$ cat src/design/i2cm_pkg.sv
// Shared types, codes and defaults for the I2C master transaction engine.
// No dependencies; imported by every module of the block.
`default_nettype none

package i2cm_pkg;

  localparam int unsigned TX_DEPTH_DEF     = 16;
  localparam logic [7:0]  ACK_TIMEOUT_RST  = 8'd5;

  localparam int unsigned IN_DATA_W  = 32;
  localparam int unsigned IN_USER_W  = 4;
  localparam int unsigned OUT_DATA_W = 16;
  localparam int unsigned OUT_USER_W = 2;

  localparam logic [1:0] CMD_TICK  = 2'd0;
  localparam logic [1:0] CMD_PUSH  = 2'd1;
  localparam logic [1:0] CMD_BEGIN = 2'd2;

  localparam logic [1:0] KIND_REG_WR = 2'd0;
  localparam logic [1:0] KIND_RAW_WR = 2'd1;
  localparam logic [1:0] KIND_REG_RD = 2'd2;
  localparam logic [1:0] KIND_RAW_RD = 2'd3;

  localparam logic [1:0] ST_OK   = 2'd0;
  localparam logic [1:0] ST_NACK = 2'd1;
  localparam logic [1:0] ST_REJ  = 2'd2;

  typedef enum logic [1:0] {
    OP_NOP   = 2'd0,
    OP_TICK  = 2'd1,
    OP_PUSH  = 2'd2,
    OP_BEGIN = 2'd3
  } op_t;

  typedef enum logic [1:0] {
    ROLE_ADDR = 2'd0,
    ROLE_REG  = 2'd1,
    ROLE_DATA = 2'd2
  } role_t;

  typedef enum logic [8:0] {
    PH_IDLE      = 9'b000000001,
    PH_START     = 9'b000000010,
    PH_SEND      = 9'b000000100,
    PH_SEND_TAIL = 9'b000001000,
    PH_ACK       = 9'b000010000,
    PH_NACK_TAIL = 9'b000100000,
    PH_RECV      = 9'b001000000,
    PH_MACK      = 9'b010000000,
    PH_STOP      = 9'b100000000
  } phase_t;

  typedef struct packed {
    op_t        op;
    logic       reject;
    logic [1:0] kind;
    logic [6:0] addr;
    logic [7:0] reg_addr;
    logic [7:0] len;
    logic [7:0] wdata;
    logic       sda;
  } item_t;

  typedef struct packed {
    logic       scl;
    logic       sda;
    logic       busy;
    logic [7:0] rx_byte;
    logic       rx_valid;
    logic       rx_last;
    logic       done;
    logic [1:0] status;
  } res_t;

endpackage

`default_nettype wire

$ cat src/design/i2cm_front.sv
// Front end: unpacks input beats, classifies them and queues them two deep.
// Depends on i2cm_pkg.
`default_nettype none

module i2cm_front #(
  parameter int unsigned TX_DEPTH = i2cm_pkg::TX_DEPTH_DEF
) (
  input  wire logic                           clk,
  input  wire logic                           rst_n,
  input  wire logic                           in_tvalid,
  output logic                                in_tready,
  input  wire logic [i2cm_pkg::IN_DATA_W-1:0] in_tdata,
  input  wire logic [i2cm_pkg::IN_USER_W-1:0] in_tuser,
  output logic                                q_valid,
  input  wire logic                           q_ready,
  output i2cm_pkg::item_t                     q_item
);
  import i2cm_pkg::*;

  item_t      dec;
  item_t      slot_r [2];
  logic       wr_ptr_r, wr_ptr_nxt;
  logic       rd_ptr_r, rd_ptr_nxt;
  logic [1:0] count_r, count_nxt;
  logic       push, pop;

  always_comb begin
    dec.kind     = in_tuser[3:2];
    dec.addr     = in_tdata[6:0];
    dec.reg_addr = in_tdata[14:7];
    dec.len      = in_tdata[22:15];
    dec.wdata    = in_tdata[30:23];
    dec.sda      = in_tdata[31];
    dec.reject   = (in_tuser[3:2] == KIND_REG_WR || in_tuser[3:2] == KIND_RAW_WR) &&
                   ({1'b0, in_tdata[22:15]} > 9'(TX_DEPTH));
    unique case (in_tuser[1:0])
      CMD_TICK:  dec.op = OP_TICK;
      CMD_PUSH:  dec.op = OP_PUSH;
      CMD_BEGIN: dec.op = OP_BEGIN;
      default:   dec.op = OP_NOP;
    endcase
  end

  assign in_tready = (count_r != 2'd2);
  assign push      = in_tvalid && in_tready;
  assign q_valid   = (count_r != 2'd0);
  assign pop       = q_valid && q_ready;
  assign q_item    = slot_r[rd_ptr_r];

  always_comb begin
    wr_ptr_nxt = push ? ~wr_ptr_r : wr_ptr_r;
    rd_ptr_nxt = pop ? ~rd_ptr_r : rd_ptr_r;
    count_nxt  = count_r + 2'(push) - 2'(pop);
  end

  always_ff @(posedge clk) begin
    if (!rst_n) begin
      wr_ptr_r <= 1'b0;
      rd_ptr_r <= 1'b0;
      count_r  <= 2'd0;
    end else begin
      wr_ptr_r <= wr_ptr_nxt;
      rd_ptr_r <= rd_ptr_nxt;
      count_r  <= count_nxt;
    end
  end

  always_ff @(posedge clk) begin
    if (push) begin
      slot_r[wr_ptr_r] <= dec;
    end
  end

endmodule

`default_nettype wire

$ cat src/design/i2cm_engine.sv
// Back end: bus sequencer, write buffer memory and acknowledge timer.
// Executes one queued item per cycle while the result queue accepts; depends on i2cm_pkg.
`default_nettype none

module i2cm_engine #(
  parameter int unsigned TX_DEPTH = i2cm_pkg::TX_DEPTH_DEF
) (
  input  wire logic            clk,
  input  wire logic            rst_n,
  input  wire logic            cfg_wr_en,
  input  wire logic [7:0]      cfg_wr_data,
  input  wire logic            q_valid,
  output logic                 q_ready,
  input  wire i2cm_pkg::item_t q_item,
  output logic                 res_valid,
  input  wire logic            res_ready,
  output i2cm_pkg::res_t       res
);
  import i2cm_pkg::*;

  localparam int unsigned AW = (TX_DEPTH > 1) ? $clog2(TX_DEPTH) : 1;
  localparam int unsigned FW = $clog2(TX_DEPTH + 1);

  logic [7:0]    tmo_r;
  logic [7:0]    mem [TX_DEPTH];
  logic [7:0]    rd_q;

  phase_t        phase_r, phase_nxt;
  logic [1:0]    sub_r, sub_nxt;
  logic [3:0]    bitc_r, bitc_nxt;
  logic [7:0]    bytec_r, bytec_nxt;
  logic [7:0]    shreg_r, shreg_nxt;
  logic [FW-1:0] fill_r, fill_nxt;
  logic [6:0]    laddr_r, laddr_nxt;
  logic [7:0]    lreg_r, lreg_nxt;
  logic [7:0]    llen_r, llen_nxt;
  logic [1:0]    lkind_r, lkind_nxt;
  logic [7:0]    ackt_r, ackt_nxt;
  logic          scl_r, scl_nxt;
  logic          sda_r, sda_nxt;
  role_t         role_r, role_nxt;
  logic          rdir_r, rdir_nxt;
  logic          nacked_r, nacked_nxt;

  logic          fire;
  logic          mem_we;
  logic [7:0]    ackt_inc;
  logic [3:0]    bitc_inc;
  logic [7:0]    bytec_inc;
  logic [7:0]    rx_shift;
  logic          more_data;
  logic          more_read;
  logic          do_data, do_read, do_reg, do_restart;

  assign fire      = q_valid && res_ready;
  assign q_ready   = res_ready;
  assign res_valid = fire;
  assign ackt_inc  = ackt_r + 8'd1;
  assign bitc_inc  = bitc_r + 4'd1;
  assign bytec_inc = bytec_r + 8'd1;
  assign rx_shift  = {shreg_r[6:0], q_item.sda};
  assign more_data = (bytec_r < llen_r) && ({1'b0, bytec_r} < 9'(TX_DEPTH));
  assign more_read = (bytec_r < llen_r);

  always_comb begin
    do_data    = 1'b0;
    do_read    = 1'b0;
    do_reg     = 1'b0;
    do_restart = 1'b0;
    unique case (role_r)
      ROLE_ADDR: begin
        if (rdir_r) begin
          do_read = 1'b1;
        end else if (lkind_r == KIND_REG_WR || lkind_r == KIND_REG_RD) begin
          do_reg = 1'b1;
        end else begin
          do_data = 1'b1;
        end
      end
      ROLE_REG: begin
        if (lkind_r == KIND_REG_RD) begin
          do_restart = 1'b1;
        end else begin
          do_data = 1'b1;
        end
      end
      default: do_data = 1'b1;
    endcase
  end

  always_comb begin
    phase_nxt  = phase_r;
    sub_nxt    = sub_r;
    bitc_nxt   = bitc_r;
    bytec_nxt  = bytec_r;
    shreg_nxt  = shreg_r;
    fill_nxt   = fill_r;
    laddr_nxt  = laddr_r;
    lreg_nxt   = lreg_r;
    llen_nxt   = llen_r;
    lkind_nxt  = lkind_r;
    ackt_nxt   = ackt_r;
    scl_nxt    = scl_r;
    sda_nxt    = sda_r;
    role_nxt   = role_r;
    rdir_nxt   = rdir_r;
    nacked_nxt = nacked_r;
    mem_we     = 1'b0;
    res        = '0;

    if (fire) begin
      unique case (q_item.op)
        OP_PUSH: begin
          if (phase_r == PH_IDLE && fill_r < FW'(TX_DEPTH)) begin
            mem_we   = 1'b1;
            fill_nxt = fill_r + FW'(1);
          end
        end
        OP_BEGIN: begin
          if (phase_r == PH_IDLE) begin
            if (q_item.reject) begin
              res.done   = 1'b1;
              res.status = ST_REJ;
              fill_nxt   = '0;
              sub_nxt    = 2'd0;
              bitc_nxt   = 4'd0;
            end else begin
              lkind_nxt  = q_item.kind;
              laddr_nxt  = q_item.addr;
              lreg_nxt   = q_item.reg_addr;
              llen_nxt   = q_item.len;
              bytec_nxt  = 8'd0;
              bitc_nxt   = 4'd0;
              sub_nxt    = 2'd0;
              ackt_nxt   = 8'd0;
              nacked_nxt = 1'b0;
              rdir_nxt   = (q_item.kind == KIND_RAW_RD);
              phase_nxt  = PH_START;
            end
          end
        end
        OP_TICK: begin
          unique case (phase_r)
            PH_START: begin
              unique case (sub_r)
                2'd0:    sda_nxt = 1'b1;
                2'd1:    scl_nxt = 1'b1;
                2'd2:    sda_nxt = 1'b0;
                default: scl_nxt = 1'b0;
              endcase
              sub_nxt = sub_r + 2'd1;
              if (sub_r == 2'd3) begin
                shreg_nxt = {laddr_r, rdir_r};
                role_nxt  = ROLE_ADDR;
                bitc_nxt  = 4'd0;
                sub_nxt   = 2'd0;
                phase_nxt = PH_SEND;
              end
            end
            PH_SEND: begin
              if (sub_r == 2'd0) begin
                scl_nxt = 1'b0;
              end else if (sub_r == 2'd1) begin
                sda_nxt = shreg_r[3'd7 - bitc_r[2:0]];
              end else begin
                scl_nxt = 1'b1;
              end
              sub_nxt = sub_r + 2'd1;
              if (sub_r == 2'd2) begin
                sub_nxt  = 2'd0;
                bitc_nxt = bitc_inc;
                if (bitc_inc >= 4'd8) begin
                  phase_nxt = PH_SEND_TAIL;
                end
              end
            end
            PH_SEND_TAIL: begin
              scl_nxt   = 1'b0;
              ackt_nxt  = 8'd0;
              phase_nxt = PH_ACK;
            end
            PH_ACK: begin
              sda_nxt = 1'b1;
              if (!q_item.sda) begin
                scl_nxt = 1'b0;
                if (do_reg) begin
                  shreg_nxt = lreg_r;
                  role_nxt  = ROLE_REG;
                  bitc_nxt  = 4'd0;
                  sub_nxt   = 2'd0;
                  phase_nxt = PH_SEND;
                end else if (do_restart) begin
                  rdir_nxt  = 1'b1;
                  sub_nxt   = 2'd0;
                  phase_nxt = PH_START;
                end else if (do_read) begin
                  sub_nxt  = 2'd0;
                  bitc_nxt = 4'd0;
                  if (more_read) begin
                    shreg_nxt = 8'd0;
                    phase_nxt = PH_RECV;
                  end else begin
                    phase_nxt = PH_MACK;
                  end
                end else if (do_data && more_data) begin
                  shreg_nxt = rd_q;
                  bytec_nxt = bytec_inc;
                  role_nxt  = ROLE_DATA;
                  bitc_nxt  = 4'd0;
                  sub_nxt   = 2'd0;
                  phase_nxt = PH_SEND;
                end else begin
                  sub_nxt   = 2'd0;
                  phase_nxt = PH_STOP;
                end
              end else begin
                scl_nxt  = 1'b1;
                ackt_nxt = ackt_inc;
                if (ackt_inc >= tmo_r) begin
                  phase_nxt = PH_NACK_TAIL;
                end
              end
            end
            PH_NACK_TAIL: begin
              scl_nxt    = 1'b0;
              nacked_nxt = 1'b1;
              sub_nxt    = 2'd0;
              phase_nxt  = PH_STOP;
            end
            PH_RECV: begin
              sda_nxt = 1'b1;
              if (sub_r == 2'd0) begin
                scl_nxt = 1'b0;
              end else if (sub_r == 2'd2) begin
                scl_nxt   = 1'b1;
                shreg_nxt = rx_shift;
              end
              sub_nxt = sub_r + 2'd1;
              if (sub_r == 2'd2) begin
                sub_nxt  = 2'd0;
                bitc_nxt = bitc_inc;
                if (bitc_inc >= 4'd8) begin
                  bytec_nxt    = bytec_inc;
                  res.rx_byte  = rx_shift;
                  res.rx_valid = 1'b1;
                  res.rx_last  = (bytec_inc >= llen_r);
                  bitc_nxt     = 4'd0;
                  phase_nxt    = PH_MACK;
                end
              end
            end
            PH_MACK: begin
              if (sub_r == 2'd0) begin
                scl_nxt = 1'b0;
                sda_nxt = (bytec_r >= llen_r);
              end else if (sub_r == 2'd1) begin
                scl_nxt = 1'b1;
              end else begin
                scl_nxt = 1'b0;
              end
              sub_nxt = sub_r + 2'd1;
              if (sub_r == 2'd2) begin
                sub_nxt = 2'd0;
                if (more_read) begin
                  bitc_nxt  = 4'd0;
                  shreg_nxt = 8'd0;
                  phase_nxt = PH_RECV;
                end else begin
                  phase_nxt = PH_STOP;
                end
              end
            end
            PH_STOP: begin
              unique case (sub_r)
                2'd0:    scl_nxt = 1'b0;
                2'd1:    sda_nxt = 1'b0;
                2'd2:    scl_nxt = 1'b1;
                default: sda_nxt = 1'b1;
              endcase
              sub_nxt = sub_r + 2'd1;
              if (sub_r == 2'd3) begin
                res.done   = 1'b1;
                res.status = nacked_r ? ST_NACK : ST_OK;
                phase_nxt  = PH_IDLE;
                fill_nxt   = '0;
                sub_nxt    = 2'd0;
                bitc_nxt   = 4'd0;
              end
            end
            default: begin
            end
          endcase
        end
        default: begin
        end
      endcase
    end

    res.scl  = scl_nxt;
    res.sda  = sda_nxt;
    res.busy = (phase_nxt != PH_IDLE);
  end

  always_ff @(posedge clk) begin
    if (!rst_n) begin
      tmo_r    <= ACK_TIMEOUT_RST;
      phase_r  <= PH_IDLE;
      sub_r    <= 2'd0;
      bitc_r   <= 4'd0;
      bytec_r  <= 8'd0;
      shreg_r  <= 8'd0;
      fill_r   <= '0;
      laddr_r  <= 7'd0;
      lreg_r   <= 8'd0;
      llen_r   <= 8'd0;
      lkind_r  <= 2'd0;
      ackt_r   <= 8'd0;
      scl_r    <= 1'b1;
      sda_r    <= 1'b1;
      role_r   <= ROLE_ADDR;
      rdir_r   <= 1'b0;
      nacked_r <= 1'b0;
    end else begin
      if (cfg_wr_en) begin
        tmo_r <= cfg_wr_data;
      end
      phase_r  <= phase_nxt;
      sub_r    <= sub_nxt;
      bitc_r   <= bitc_nxt;
      bytec_r  <= bytec_nxt;
      shreg_r  <= shreg_nxt;
      fill_r   <= fill_nxt;
      laddr_r  <= laddr_nxt;
      lreg_r   <= lreg_nxt;
      llen_r   <= llen_nxt;
      lkind_r  <= lkind_nxt;
      ackt_r   <= ackt_nxt;
      scl_r    <= scl_nxt;
      sda_r    <= sda_nxt;
      role_r   <= role_nxt;
      rdir_r   <= rdir_nxt;
      nacked_r <= nacked_nxt;
    end
  end

  always_ff @(posedge clk) begin
    if (mem_we) begin
      mem[fill_r[AW-1:0]] <= q_item.wdata;
    end
    rd_q <= mem[bytec_nxt[AW-1:0]];
  end

`ifndef NO_ASSERTIONS
  a_done_not_busy: assert property (@(posedge clk) disable iff (!rst_n)
    res_valid && res.done |-> !res.busy)
    else $error("request ended while still busy");

  a_rx_excl_done: assert property (@(posedge clk) disable iff (!rst_n)
    res_valid |-> !(res.rx_valid && res.done))
    else $error("received byte and end of request on the same beat");

  a_status_idle: assert property (@(posedge clk) disable iff (!rst_n)
    res_valid && !res.done |-> res.status == ST_OK)
    else $error("status set without end of request");

  a_fill_bound: assert property (@(posedge clk) disable iff (!rst_n)
    fill_r <= FW'(TX_DEPTH))
    else $error("write buffer fill beyond depth");

  a_fill_frozen: assert property (@(posedge clk) disable iff (!rst_n)
    phase_r != PH_IDLE && phase_nxt != PH_IDLE |-> fill_nxt == fill_r)
    else $error("write buffer changed during a transaction");
`endif

endmodule

`default_nettype wire

$ cat src/design/i2cm_out_buf.sv
// Result queue: two-entry buffer between the sequencer and the output channel.
// Packs result beats for the output ports; depends on i2cm_pkg.
`default_nettype none

module i2cm_out_buf (
  input  wire logic                            clk,
  input  wire logic                            rst_n,
  input  wire logic                            res_valid,
  output logic                                 res_ready,
  input  wire i2cm_pkg::res_t                  res,
  output logic                                 out_tvalid,
  input  wire logic                            out_tready,
  output logic [i2cm_pkg::OUT_DATA_W-1:0]      out_tdata,
  output logic [i2cm_pkg::OUT_USER_W-1:0]      out_tuser,
  output logic                                 out_tlast
);
  import i2cm_pkg::*;

  res_t       slot_r [2];
  res_t       head;
  logic       wr_ptr_r, rd_ptr_r;
  logic [1:0] count_r;
  logic       push, pop;

  assign res_ready  = (count_r != 2'd2);
  assign push       = res_valid && res_ready;
  assign out_tvalid = (count_r != 2'd0);
  assign pop        = out_tvalid && out_tready;
  assign head       = slot_r[rd_ptr_r];

  assign out_tdata = {3'd0, head.status, head.rx_byte, head.busy, head.sda, head.scl};
  assign out_tuser = {head.done, head.rx_valid};
  assign out_tlast = head.rx_last;

  always_ff @(posedge clk) begin
    if (!rst_n) begin
      wr_ptr_r <= 1'b0;
      rd_ptr_r <= 1'b0;
      count_r  <= 2'd0;
    end else begin
      if (push) begin
        wr_ptr_r <= ~wr_ptr_r;
      end
      if (pop) begin
        rd_ptr_r <= ~rd_ptr_r;
      end
      count_r <= count_r + 2'(push) - 2'(pop);
    end
  end

  always_ff @(posedge clk) begin
    if (push) begin
      slot_r[wr_ptr_r] <= res;
    end
  end

endmodule

`default_nettype wire

$ cat src/design/i2c_master_transaction_engine.sv
// I2C master transaction engine, top level.
// Instantiates i2cm_front, i2cm_engine and i2cm_out_buf; depends on i2cm_pkg.
//
// Usage: each input beat is one command (in_tuser[1:0]): a bus tick carrying
// the sampled SDA level, a write-buffer push, or a transaction request whose
// kind sits in in_tuser[3:2]. Every accepted input beat yields exactly one
// output beat carrying the SCL/SDA drive levels, busy, any received byte
// (out_tuser[0] valid, out_tlast last) and, on completion, done (out_tuser[1])
// with status.
// Throughput: one beat per clock while neither side stalls; the sequencer retires one
// queued command each cycle while the result queue accepts. Path: input queue
// (registered), sequencer (combinational), result queue (registered).
// Stalls: when out_tready is low the result queue fills, the sequencer holds,
// and the two-deep input queue drops in_tready once it is full.
// Reset (rst_n low, synchronous): bus released (SCL and SDA high), sequencer idle,
// write buffer and both queues empty, acknowledge timeout back to 5. Write the
// acknowledge timeout (cfg_wr_data) only while the engine is idle; not enforced.
`default_nettype none

module i2c_master_transaction_engine #(
  parameter int unsigned TX_DEPTH = i2cm_pkg::TX_DEPTH_DEF
) (
  input  wire logic                            clk,
  input  wire logic                            rst_n,
  input  wire logic                            cfg_wr_en,
  input  wire logic [7:0]                      cfg_wr_data,
  input  wire logic                            in_tvalid,
  output logic                                 in_tready,
  // device_addr[6:0], reg_addr[14:7], length[22:15], wr_data[30:23], sda_in[31]
  input  wire logic [i2cm_pkg::IN_DATA_W-1:0]  in_tdata,
  // cmd[1:0], kind[3:2]
  input  wire logic [i2cm_pkg::IN_USER_W-1:0]  in_tuser,
  output logic                                 out_tvalid,
  input  wire logic                            out_tready,
  // scl_level[0], sda_level[1], busy_res[2], rx_byte[10:3], status[12:11], zero[15:13]
  output logic [i2cm_pkg::OUT_DATA_W-1:0]      out_tdata,
  // rx_valid[0], done_res[1]
  output logic [i2cm_pkg::OUT_USER_W-1:0]      out_tuser,
  // rx_last
  output logic                                 out_tlast
);
  import i2cm_pkg::*;

  logic  q_valid, q_ready;
  item_t q_item;
  logic  res_valid, res_ready;
  res_t  res;

  i2cm_front #(
    .TX_DEPTH (TX_DEPTH)
  ) u_front (
    .clk       (clk),
    .rst_n     (rst_n),
    .in_tvalid (in_tvalid),
    .in_tready (in_tready),
    .in_tdata  (in_tdata),
    .in_tuser  (in_tuser),
    .q_valid   (q_valid),
    .q_ready   (q_ready),
    .q_item    (q_item)
  );

  i2cm_engine #(
    .TX_DEPTH (TX_DEPTH)
  ) u_engine (
    .clk         (clk),
    .rst_n       (rst_n),
    .cfg_wr_en   (cfg_wr_en),
    .cfg_wr_data (cfg_wr_data),
    .q_valid     (q_valid),
    .q_ready     (q_ready),
    .q_item      (q_item),
    .res_valid   (res_valid),
    .res_ready   (res_ready),
    .res         (res)
  );

  i2cm_out_buf u_out_buf (
    .clk        (clk),
    .rst_n      (rst_n),
    .res_valid  (res_valid),
    .res_ready  (res_ready),
    .res        (res),
    .out_tvalid (out_tvalid),
    .out_tready (out_tready),
    .out_tdata  (out_tdata),
    .out_tuser  (out_tuser),
    .out_tlast  (out_tlast)
  );

endmodule

`default_nettype wire
$ cat config.mk
export PLATFORM = sky130hd
export DESIGN_NAME = i2c_master_transaction_engine
export DESIGN_NICKNAME = d
export VERILOG_FILES = /design/src/design/i2cm_pkg.sv /design/src/design/i2cm_front.sv /design/src/design/i2cm_engine.sv /design/src/design/i2cm_out_buf.sv /design/src/design/i2c_master_transaction_engine.sv
export SDC_FILE = /design/constraint.sdc
export NUM_CORES = 1
export LEC_CHECK = 0
export BUFFER_PORTS_ARGS = -buffer_cell sky130_fd_sc_hd__buf_2
export CORE_AREA = 8 8 186 188
export DETAILED_ROUTE_END_ITERATION = 6
export DIE_AREA = 0 0 194 196
export PLACE_DENSITY_LB_ADDON = 0.3
export SLEW_MARGIN = 20
export SYNTH_ARGS = -nofsm -noshare
export SYNTH_HDL_FRONTEND = slang
export SYNTH_SLANG_ARGS = --single-unit
$ cat constraint.sdc
create_clock -name clk -period 3.44 [get_ports clk]
set_clock_uncertainty 0.1 [all_clocks]
set_input_delay 0.688 -clock clk [delete_from_list [all_inputs] [get_ports clk]]
set_output_delay 0.688 -clock clk [all_outputs]
set_load 0.03 [all_outputs]
Yosys cells after proc, flatten, opt, wreduce, memory -nomap -nowiden
Memories as Yosys holds them, arrays and structs flattened. A register that Yosys moved wholly into a read port is not among the register bits.
Cells that the tools add are included.
- add/sub/neg operators: 10
- order comparisons: 9
- eq/ne operators: 62
- multiplexer cells: 150
- bitwise gates (word level): 5
- reduce and logical (&&, ||, !) cells: 36
- operator list (kind ; count):
    $mux 8 ; 23
    $mux 9 ; 17
    $pmux 9 s8 ; 1
    $pmux 8 s2 ; 4
    $mux 4 ; 13
    $mux 1 ; 48
    $mux 10 ; 4
    $pmux 8 s4 ; 1
    $ne 3x2->1 const B ; 9
    $mux 5 ; 5
    $ge 8x8->1 ; 3
    $reduce_and 12->1 ; 2
    $ne 2x2->1 const B ; 11
    $ne 3x3->1 const B ; 7
    $mux 2 ; 10
    $pmux 4 s5 ; 1
    $pmux 9 s2 ; 1
    $add 8x1->8 const B ; 2
    $reduce_and 8->1 ; 2
    $pmux 5 s3 ; 1
    $eq 2x2->1 const B ; 7
    $ne 2x1->1 const B ; 7
    $pmux 1 s2 ; 7
    $mux 13 ; 1
    52 further kinds ; 85
- bits in registers: 91
- bits in writable memories: 234
- input bits: 49
- output and inout port bits: 21
- logic and storage cells: 299
- memories kept: 3
- memory list (name ; words ; bits a word ; read ports ; clocked after Yosys merged registers in ; wr ports ; line ; text):
    u_engine.mem ; 16 ; 8 ; 1 ; 1 ; 1 ; i2cm_engine.sv:25 ; logic [7:0] mem [TX_DEPTH];
    u_front.slot_r ; 2 ; 37 ; 1 ; 1 ; 1 ; i2cm_front.sv:21 ; item_t slot_r [2];
    u_out_buf.slot_r ; 2 ; 16 ; 1 ; 1 ; 1 ; i2cm_out_buf.sv:19 ; res_t slot_r [2];

Depth between registers and ports, before layout
- depth in word-level cells: 15
- gate-level depth with buffers: 14
- gate-level depth less buffers: 12

Modules after synthesis
From an unflattened synthesis, not the netlist that was laid out.
- cells, all modules: 1274
- area total of the unflattened synthesis: 15436.1 sq um
- by module, submodules not included (module ; instances ; cells an instance ; area an instance (sq um) ; sequential area each (sq um)):
    i2cm_engine ; 1 ; 1047 ; 10836.6 ; 5665.4
    i2cm_front ; 1 ; 149 ; 3128.0 ; 2322.2
    i2cm_out_buf ; 1 ; 78 ; 1471.4 ; 1061.0

Worst setup path after synthesis
Ideal clock, no wire load.
- path type: register to register
- from: register u_engine.phase_r[1]
- to: register u_engine.rd_q[6], read port of u_engine.mem
- library setup time: 0.096 ns
- data arrival time: 3.000 ns
- required time: 3.244 ns
- setup slack: 0.244 ns
- stages on the path, launching flop included: 13
- path buffers: 4
- clock period less this slack: 3.196 ns
- cell sequence: dfxtp_1 -> buf_2 -> or4_4 -> nor4b_4 -> nand2_2 -> or4_1 -> clkbuf_1 -> and2_1 -> buf_6 -> buf_4 -> mux2i_1 -> a32o_1 -> nor4b_1
- longest elaborated chain between the ends: 4
- elaborated cells between the ends (all ways): 7
- those cells by class: eq/ne: 3; mux: 4
- RTL lines (element ; line ; text):
    start, declared ; i2cm_engine.sv:28 ; phase_t phase_r, phase_nxt;
    start signal, assigned ; i2cm_engine.sv:327 ; phase_r <= phase_nxt;
    $eq 9x7->1, or another cell as far along ; i2cm_engine.sv:143 ; unique case (phase_r)
    $pmux 8 s2 or $mux 8 (tied branches) ; i2cm_engine.sv:143, i2cm_engine.sv:120 ;
    $pmux 8 s2 (*) ; i2cm_engine.sv:112 ; unique case (q_item.op)
    $mux 4 (*) ; i2cm_engine.sv:111 ; if (fire) begin
    end, declared ; i2cm_engine.sv:26 ; logic [7:0] rd_q;
Every way passes the cells marked *; elsewhere a longest branch is shown, timed or not. The select of a mux whose other input is x is not followed.
A chain may end at the register's enable or synchronous reset.

==> results summary <==
The run finished with clean final reports. The worst relative slew slack is 40.2%. The cell type contributing the most total cell area after synthesis is sky130_fd_sc_hd__edfxtp_1. The net total in the final layout is 1,467. Yosys printed 0 warnings. The design draws about 11 mW.

The worst-case hold slack is about 0.25 ns. Setup violations remaining at the end of the flow were counted as 0. The number of antenna cells inserted is 0. The width of the die is 194 microns. The total of buffers placed on input and output ports is 66. The classification of the worst-slack hold path is in2reg.

The highest metal layer carrying signal wires in the routed design is met5. The number of placement rows came out at 66. The die footprint came out at roughly 0.038 sq mm. Subtracting the final worst setup slack from the clock period gives ~3.3 ns. Cells fill approximately 55% of the core in the end. From bottom edge to top edge, the die measures roughly 200 microns. Counting distinct cell types in the post-synthesis netlist gives 76.

The achievable frequency is about 0.30 GHz. The H-tree depth came out at 2. The worst setup slack after layout is ~0.15 ns. Counting every sink on the clock net gives about 340. The most frequently used cell type in the post-synthesis netlist is sky130_fd_sc_hd__edfxtp_1. The global-route total usage across every layer is 18.7%.

The number of global-route vias before repair is between 10,000 and 15,000. For this design the top-level I/O count stands at 70. The root cell of the clock tree is sky130_fd_sc_hd__clkbuf_16. From synthesis to final layout, the design area changed by 18.0%. The max-slew violation count is 0. The DRC violation total after the first TritonRoute iteration came out at ~940. By area the synthesized netlist is led by sky130_fd_sc_hd__edfxtp_1 47%, sky130_fd_sc_hd__dfxtp_1 13%, sky130_fd_sc_hd__ha_1 3.5%.

The ratio of routed vias to standard cells is about 5.7. The number of filler cells placed in the layout came out at between 2,000 and 3,000. The later-pin clock latency in the skew report is 0.53 ns. The critical-path maximum fanout came out at 4. The routed via count came out at ~10,000. Counting along the longest clock path gives a buffer depth of 3. STA classifies the critical path startpoint as a register. The wire length on met1 is 16,900 microns.

The fraction of the yosys area taken by sequential cells came out at between 60% and 70%. The total of flip-flops plus latches after synthesis came out at roughly 340. The mean area per synthesized cell is ~12 sq um. The proportion of register bits with asynchronous set or reset after synthesis is 0%. The power per standard cell area is between 600 and 700 mW/mm^2. The first-pass GRT wire length is 57,100 microns. The top flip-flop cell by instance count after synthesis is sky130_fd_sc_hd__edfxtp_1. The detailed-routing iteration count for the pre-antenna-repair pass came out at 6. Summed over all nets, wire length on met3 after detailed routing comes to 2250 microns. The leakage power came out at 6.40 nW. By startpoint and endpoint, the worst setup path is classified as reg2reg.

STA classifies the critical path endpoint as a register. The routed design uses about 16,000 microns of met2 wire. The max-capacitance violation count is 0. The area share of the largest cell type after synthesis came out at 46.9%. The clock buffer count from CTS came out at 36.

The maximum number of pins on one net before global-route repair came out at 50. The number of remaining DRC errors came out at 0. The CTS clock-pin slew for the worst setup and hold paths is around 0.060 ns. In the synthesized netlist, the cells that appear most often are 234 x sky130_fd_sc_hd__edfxtp_1, 122 x sky130_fd_sc_hd__nor2_1, 101 x sky130_fd_sc_hd__dfxtp_1. At the end of routability-driven placement, the weighted congestion stood at 0.920. Registers take between 0.009 and 0.01 sq mm. The final number of hold-violating endpoints came to 0. The worst-case IR drop observed on VDD is 0.545 mV. The endpoint arrival time on the critical path came out at between 3 and 4 ns.

The area used by multi-input combinational logic is around 0.0057 sq mm. The half-perimeter wire length of the detailed placement result is 25,400 microns. The number of setup buffers added after CTS is 0. Prior to clock tree synthesis, the placed netlist has a worst setup slack of -0.0825 ns. Dividing the detail-routed wire length by the instance count gives about 20 microns. At the pin with the least slew margin, the transition time is 0.897 ns. The post-placement cell area is 0.0163 sq mm. The number of antenna violations at the first check in global routing came out at 1. After synthesis the cells add up to 0.0150 sq mm. TritonCTS built the clock tree. The design area is ~0.018 sq mm. The number of cells produced by synthesis came out at around 1,200.

The number of flops mapped to enable cells by yosys came out at roughly 230. The post-route clock period utilization came out at a little over nine tenths. The critical path required time came out at 3.55 ns. Cells with a size suffix above 1 make up between 20% and 30% of the layout. The number of nets still failing antenna checks after routing came out at 0.

The post-detailed-routing wire length is 36,000 microns. After global routing the overflow that remains totals 0. The initial cell density of the core is between 40% and 50%. The area of the core came out at roughly 0.032 sq mm.
==> power breakdown <==
group | switching, mW | leakage, nW | internal (mW) | total, mW
registers | 0.222 | 2.96 | 4.92 | 5.15
clock network | 1.59 | 0.593 | 2.30 | 3.89
logic | 1.54 | 2.85 | 0.846 | 2.39
total | 3.35 | 6.40 | 8.07 | 11.4
==> routing by layer <==
layer  up-vias  global-route usage, %
met5         -                      0
met4         2                   6.03
met3        67                   3.08
met2       323                   28.8
met1      5003                   26.6
li1       4934                      -
==> logic make-up (layout without fill, tap and decap cells) <==
kind of cell	after synthesis	after routing	share of synthesized area, %
compound gates	243	243	11.4
xor+xnor	29	29	1.70
fa+ha+maj	42	42	3.51
buf+inv	91	252	2.61
flops	335	335	60.4
mux	89	89	6.47
other cells	1	3	0.0250
simple gates	411	411	13.9
==> critical path, cell delays in order, from the launching register on <==
cell and delay [ns]:
sky130_fd_sc_hd__dfxtp_2 0.39, sky130_fd_sc_hd__ha_4 0.17, sky130_fd_sc_hd__nand3_1 0.15, sky130_fd_sc_hd__xnor2_2 0.18, sky130_fd_sc_hd__ha_1 0.31, sky130_fd_sc_hd__and2_1 0.15
sky130_fd_sc_hd__o21ai_0 0.12, sky130_fd_sc_hd__o21ai_0 0.10, sky130_fd_sc_hd__o41a_1 0.45, sky130_fd_sc_hd__a31oi_2 0.26, sky130_fd_sc_hd__nand2_1 0.11, sky130_fd_sc_hd__nor4b_2 0.27
sky130_fd_sc_hd__nand4_1 0.21
==> cell type report <==
class | count | share of cell area (%)
clock buffers | 54 | 6.18
clock inverters | 12 | 0.750
inverters | 29 | 0.616
multi-input cells | 817 | 32.2
flip-flops and latches | 335 | 51.2
well taps | 408 | 2.89
repair buffers | 157 | 6.15
==> path summary, 6_finish.rpt <==
kind | endpoint | depth (start not counted) | slack [ns] | start
worst max-delay path | u_out_buf.slot_r[0][13] | 12 | 0.15 | u_engine.ackt_r[0]
worst min-delay path | u_front.slot_r[1][2] | 1 | 0.25 | in_tdata[24]
worst max register to register | u_out_buf.slot_r[0][13] | 12 | 0.15 | u_engine.ackt_r[0]
worst min register to register | u_engine.nacked_r | 2 | 0.36 | u_engine.nacked_r
==> sequential cells by signal, indices dropped and copies added (netlist names), 2 cells and up, named ones only <==
signal             flops
u_engine.lkind_r       2
u_front.slot_r        74
u_out_buf.count_r      2
u_engine.phase_r       9
u_engine.mem         128
u_engine.role_r        2
u_engine.ackt_r        8
u_engine.tmo_r         8
u_engine.rd_q          8
u_engine.bytec_r       8
u_out_buf.slot_r      32
u_engine.bitc_r        4
u_engine.sub_r         2
u_engine.fill_r        5
u_engine.lreg_r        8
u_front.count_r        2
u_engine.llen_r        8
u_engine.shreg_r       8
u_engine.laddr_r       7
==> placed cells by master (no fill, tap or decap), types with 6 or more instances in the layout <==
cell type | Yosys | routed
sky130_fd_sc_hd__xnor2_1 | 15 | 14
sky130_fd_sc_hd__mux2_1 | 12 | 12
sky130_fd_sc_hd__buf_4 | 4 | 84
sky130_fd_sc_hd__o22ai_1 | 10 | 7
sky130_fd_sc_hd__nor4b_1 | 11 | 10
sky130_fd_sc_hd__a32o_1 | 10 | 10
sky130_fd_sc_hd__nand3_1 | 22 | 20
sky130_fd_sc_hd__nand4_1 | 10 | 10
sky130_fd_sc_hd__clkbuf_1 | 37 | 9
sky130_fd_sc_hd__nor2_1 | 122 | 119
sky130_fd_sc_hd__nor3_1 | 21 | 17
sky130_fd_sc_hd__ha_1 | 42 | 40
sky130_fd_sc_hd__a22oi_1 | 13 | 13
sky130_fd_sc_hd__and2_1 | 20 | 19
sky130_fd_sc_hd__mux2_2 | 31 | 31
sky130_fd_sc_hd__nand2_1 | 97 | 97
sky130_fd_sc_hd__a21oi_1 | 49 | 49
sky130_fd_sc_hd__a211oi_1 | 43 | 43
sky130_fd_sc_hd__clkbuf_16 | 0 | 39
sky130_fd_sc_hd__buf_2 | 10 | 66
sky130_fd_sc_hd__nor2b_1 | 13 | 13
sky130_fd_sc_hd__o21ai_0 | 38 | 37
sky130_fd_sc_hd__a222oi_1 | 7 | 7
sky130_fd_sc_hd__o21a_1 | 8 | 8
sky130_fd_sc_hd__a211o_1 | 18 | 18
sky130_fd_sc_hd__mux2i_1 | 44 | 44
sky130_fd_sc_hd__nor3b_1 | 6 | 6
sky130_fd_sc_hd__and3_1 | 38 | 37
sky130_fd_sc_hd__nand2b_1 | 12 | 11
sky130_fd_sc_hd__dfxtp_1 | 101 | 98
sky130_fd_sc_hd__inv_1 | 28 | 28
sky130_fd_sc_hd__xor2_1 | 14 | 14
sky130_fd_sc_hd__clkbuf_8 | 0 | 6
sky130_fd_sc_hd__edfxtp_1 | 234 | 234
sky130_fd_sc_hd__o211ai_1 | 7 | 7
==> metrics by stage <==
stage               TNS [ns]  cells
floorplan                  0   1243
global placement           0   1746
detailed placement    -0.568   1746
CTS                        0   1812
global route          -0.101   1812
finish                     0   1812
==> repair_timing <==
| action | 4_1_cts | 5_1_grt |
|---|---|---|
| cloned | 0 | 0 |
| hold buffers | 0 | 0 |
| pin swaps | 0 | 4 |
| gates resized for setup | 1 | 28 |
| endpoints found under the setup margin | 8 | 10 |
Power figures use the tool's default switching activity.
